<file path="src/hdl/bst_pkg.sv">
// bst_pkg: shared types and constants for the bounding sphere transform
// fixed point widths, payload structs and register indexes
// no dependencies
package bst_pkg;

  localparam int QFrac     = 16;
  localparam int DataW     = 32;
  localparam int RadW      = 31;
  localparam int ProdW     = 64;
  localparam int SumW      = ProdW + 2;
  localparam int HiW       = SumW - QFrac + 1;
  localparam int SqW       = 64;
  localparam int LenW      = 33;
  localparam int RootSteps = 32;
  localparam int RoundHalf = 1 << (QFrac - 1);
  localparam int AddrW     = 4;
  localparam int ApbW      = 32;

  localparam logic [1:0] RegOffX = 2'd0;
  localparam logic [1:0] RegOffY = 2'd1;
  localparam logic [1:0] RegOffZ = 2'd2;
  localparam logic [1:0] RegRad  = 2'd3;

  typedef logic signed [DataW-1:0] q_t;
  typedef logic [RadW-1:0]         rad_t;

  localparam q_t   QMax        = 32'sh7fffffff;
  localparam q_t   QMin        = 32'sh80000000;
  localparam rad_t RadMax      = '1;
  localparam rad_t RadiusReset = 31'd32768;

  typedef struct packed {
    q_t x;
    q_t y;
    q_t z;
  } vec_t;

  typedef struct packed {
    vec_t col0;
    vec_t col1;
    vec_t col2;
    vec_t trans;
  } matrix_t;

  typedef struct packed {
    vec_t           center;
    logic [SqW-1:0] smax;
  } front_t;

  typedef struct packed {
    vec_t           center;
    logic [SqW-1:0] rem;
    logic [SqW-1:0] root;
  } root_t;

  typedef struct packed {
    vec_t center;
    rad_t radius;
  } sphere_t;

endpackage

</file>
<file path="src/hdl/bst_scale.sv">
// bst_scale: root rounding, radius multiply, final rounding and saturation
// last stage is the output register
// depends on bst_pkg
module bst_scale (
  input  logic             clk,
  input  logic             rst,
  input  logic             in_valid,
  output logic             in_ready,
  input  bst_pkg::root_t   in_data,
  input  bst_pkg::rad_t    radius,
  output logic             out_valid,
  input  logic             out_ready,
  output bst_pkg::sphere_t out_data
);
  import bst_pkg::*;

  logic [2:0] v;
  logic [2:0] adv;

  logic [LenW-1:0]  len1;
  vec_t             ctr1;
  logic [ProdW-1:0] prod2;
  vec_t             ctr2;
  logic [ProdW-1:0] rnd;
  sphere_t          res;

  assign adv[2]   = ~v[2] | out_ready;
  assign adv[1]   = ~v[1] | adv[2];
  assign adv[0]   = ~v[0] | adv[1];
  assign in_ready = adv[0];

  always_ff @(posedge clk) begin
    if (rst) begin
      v <= '0;
    end else begin
      if (adv[0]) v[0] <= in_valid;
      if (adv[1]) v[1] <= v[0];
      if (adv[2]) v[2] <= v[1];
    end
  end

  // round root to nearest, half up
  always_ff @(posedge clk) begin
    if (adv[0]) begin
      len1 <= in_data.root[LenW-1:0] + LenW'(in_data.rem > in_data.root);
      ctr1 <= in_data.center;
    end
  end

  always_ff @(posedge clk) begin
    if (adv[1]) begin
      prod2 <= radius * len1;
      ctr2  <= ctr1;
    end
  end

  assign rnd = (prod2 + ProdW'(RoundHalf)) >> QFrac;

  always_ff @(posedge clk) begin
    if (adv[2]) begin
      res.center <= ctr2;
      res.radius <= (|rnd[ProdW-1:RadW]) ? RadMax : rnd[RadW-1:0];
    end
  end

  assign out_valid = v[2];
  assign out_data  = res;

endmodule

</file>
<file path="config.mk">
export PLATFORM = sky130hd
export DESIGN_NAME = bst_scale
export DESIGN_NICKNAME = d
export VERILOG_FILES = /design/src/hdl/bst_pkg.sv /design/src/hdl/bst_scale.sv
export SDC_FILE = /design/constraint.sdc
export NUM_CORES = 2
export LEC_CHECK = 0
export CORE_ASPECT_RATIO = 1.2
export CORE_MARGIN = 1
export CORE_UTILIZATION = 30
export DETAILED_ROUTE_END_ITERATION = 16
export DONT_BUFFER_PORTS = 1
export GPL_ROUTABILITY_DRIVEN = 0
export PLACE_DENSITY = 0.49
export SLEW_MARGIN = 0
export SYNTH_ARGS = -nofsm -noshare
export SYNTH_HDL_FRONTEND = slang
export SYNTH_SLANG_ARGS = --single-unit
</file>
<file path="constraint.sdc">
create_clock -name clk -period 23.7 [get_ports clk]
set_input_delay 4.74 -clock clk [delete_from_list [all_inputs] [get_ports clk]]
set_output_delay 4.74 -clock clk [all_outputs]
set_load 0.02 [all_outputs]
</file>
==> impl_results.md <==
- Clock period minus worst slack: 11.34 ns
- Max-slew violation count: 0
- Largest family of logic cells by synthesized area: adder cells
- Max Freq: 88.2 MHz
- Detailed Route Iter0 Violations: 1,906
- Worst Path Arrival: 11.72 ns
- Synth Area in Compound Gates: 3.57%
- Post-Route WL: 135 mm
- Arithmetic-cell share of the synthesized area counting full adders, half adders and majority gates: 45.8%
- Remaining routing DRC violations: 0
- Final period util: 47.9%
- Wire length of the first global-routing pass: 207 mm
- Area growth syn-to-layout: 7.61%
- Final sum of negative setup slack: 0 ns
- Site Rows: 160
- All-layer global routing usage: 17.0%
- Number of buffers created by CTS: 46
- Critical path fanouts, max: 33
- Final net count: 5,845
- Routed vias: 30,500
- Worst-case hold slack: 0.392 ns
- Overflow left after global routing: 0
- Die ar.: 0.161 sq mm
- Stage delay of the slowest cell on the critical path: 0.55 ns
- Result of the run: complete, no violations
- Number of sinks handled by clock tree synthesis: 404
- Synthesized netlist cell count: 4,496
- Average size of a mapped cell: 10.6 sq um
- Portion of netlist area occupied by mux cells: 0.0837%
- Async S/R FF share, synth: 0%
- Count of distinct cell types in the synthesized netlist: 64
- Setup bufs post-CTS: 0
- Number of antenna violations at the first check in global routing: 10
- TritonCTS clock tree: done
- Half-perimeter wire length of the detailed placement result: 101 mm
- Clock insertion delay at the later pin of the skew report: 0.63 ns
- Vias in the first global route: 33,700
- Register clock-pin slew on the reported worst setup and hold paths: 0.06 ns
- Number of enable flip-flop cells after synthesis: 401
- Unrepaired setup endpoints after global routing: false
- Final setup vio count: 0
- Max Cap Violations: 0
- Vias per cell: 4.68
- Count of state elements after synthesis: 404
- Most used cell along the critical path: fa_1
- Commonest cells after routing, fill and taps aside: inv_1, fa_1, nand2_1
- Core area: 0.158 sq mm
- Number of nets produced by synthesis: 5,970
- Height of the die: 439 um
- Number of hold violations in the final report: 0
- Number of top-level pins: 388
- Clock Path Buffers: 3
- Post-synth design cell area: 0.0478 sq mm
- Count of hold-fix buffers inserted at cts: 0
- Type of origin of the critical path: primary input
- Post-synthesis sequential area ratio: 25.3%
- Endpoint kind of the worst setup timing path: flip-flop
- Worst-case headroom to the max-slew limit: 32.0%
- Path class of the lowest-slack min-delay path: flip-flop to flip-flop
- Worst clock skew on the final layout: 0.0363 ns
- Proportion of layout cells with a drive suffix above 1: 3.06%
- Most common library cell in the layout ignoring fill and taps: inv_1
- Cells along the critical path: and2_1, fa_1, fa_1, inv_1, fa_1, fa_1, inv_1, fa_1, inv_1, fa_1, fa_1, fa_1, inv_1, ha_1, nand2_1, or3_1, a21oi_1, o2111ai_1, a21oi_1, a21oi_1, o21ai_1, xor2_1
- Number of cells in the design after placement: 6,429
- Count of input and output buffers: 0
- Warning count from the yosys run: 0
- Slowest stage cell, crit path: fa_1
- Area share of xor/xnor cells in the synthesized design: 2.20%
- Die W: 366 um
- Critical path data required time: 24.08 ns
- Average wire per standard cell: 20.7 um
- Number of search-and-repair iterations in the first detailed-routing pass: 5
- Count of nets left with antenna violations after detail routing: 0
- Simple-gate area share of the yosys netlist: 13.9%
- Final std cells w/o fill: 6,517
- Initial standard-cell utilization of the core: 30.2%
- Pin count of the biggest net entering global routing: 78
- Classification of the worst setup path: primary input to flip-flop
- Number of levels the H-tree was split into: 2
- Main synth FF type: edfxtp_1
- Transition time of the tightest slew-check pin: 1.01 ns
- Cells resized by post-CTS repair: 0
- Clock Root Buffer: clkbuf_16
==> flip-flops by register name, indices dropped and copies added, names as in the netlist <==
name / count
ctr1: 96
ctr2: 96
len1: 33
out_data: 127
prod2: 49
v: 3
==> through the flow <==
step / cell area, sq um / worst slack (ns) / utilization, %
floorplan: 47800 / 11.15 / -
global placement: 49900 / 11.73 / 31.5
detailed placement: 49900 / 11.77 / 31.5
CTS: 51400 / 12.44 / 32.5
global route: 51400 / 12.10 / 32.5
finish: 51500 / 12.36 / 32.5
==> area by class of cell <==
| type | instances | area [sq um] |
|---|---|---|
| multi-input combinational | 2935 | 31400 |
| timing repair buffer | 39 | 293 |
| clock buffer | 50 | 1190 |
| fill | 16100 | 107000 |
| clock inverter | 35 | 314 |
| inverter | 945 | 3550 |
| tap | 2106 | 2640 |
| sequential | 404 | 12100 |
| antenna | 3 | 7.51 |
==> synthesized netlist by cell type (8+ instances only) <==
master | instances | area [sq um]
a21o_1 | 80 | 601
nand4_1 | 43 | 269
and3_1 | 14 | 87.6
edfxtp_1 | 401 | 12000
a31oi_1 | 10 | 62.6
inv_1 | 945 | 3550
xor2_1 | 46 | 403
xnor2_1 | 74 | 648
o21ai_0 | 25 | 125
a21oi_1 | 69 | 345
ha_1 | 321 | 4020
clkbuf_1 | 205 | 769
nor2_1 | 46 | 173
fa_1 | 894 | 17900
o21bai_1 | 8 | 60.1
nand3_1 | 46 | 230
nor2b_1 | 9 | 56.3
nand2_1 | 652 | 2450
nor3_1 | 26 | 130
and2_1 | 470 | 2940
==> cell families (layout without fill, tap and decap cells) <==
group / after synthesis / count (layout)
simple gates: 1344 / 1344
fa+ha+maj: 1215 / 1215
mux: 4 / 4
other cells: 0 / 3
flops: 404 / 404
compound gates: 252 / 252
buf+inv: 1157 / 1069
xor+xnor: 120 / 120
==> critical path, delay by kind of cell <==
kind / cells / cell delay, ns
fa+ha+maj: 9 / 4.34
compound gates: 5 / 1.66
simple gates: 3 / 0.66
buf+inv: 4 / 0.21
xor+xnor: 1 / 0.09
==> per-layer routing <==
metal | global-route usage [%] | share of wire, % | vias up
li1 | - | - | 13400
met1 | 21.9 | 42 | 15800
met2 | 29.1 | 48 | 1054
met3 | 3.62 | 7.6 | 160
met4 | 4.10 | 2.2 | 2
met5 | 0 | 0.0097 | -
==> final timing paths <==
kind	cells after the start	end	start	slack [ns]
worst min-delay path	0	out_data[108]$_DFFE_PP_	ctr2[77]$_DFFE_PP_	0.39
worst min register to register	0	out_data[108]$_DFFE_PP_	ctr2[77]$_DFFE_PP_	0.39
worst max register to register	23	prod2[46]$_DFFE_PP_	len1[13]$_DFFE_PP_	15.66
worst max-delay path	22	prod2[46]$_DFFE_PP_	radius[4]	12.36
Power is left out: the tool's default activity adds up to more than one toggle a clock period on the data nets, which glitch-free logic cannot reach.
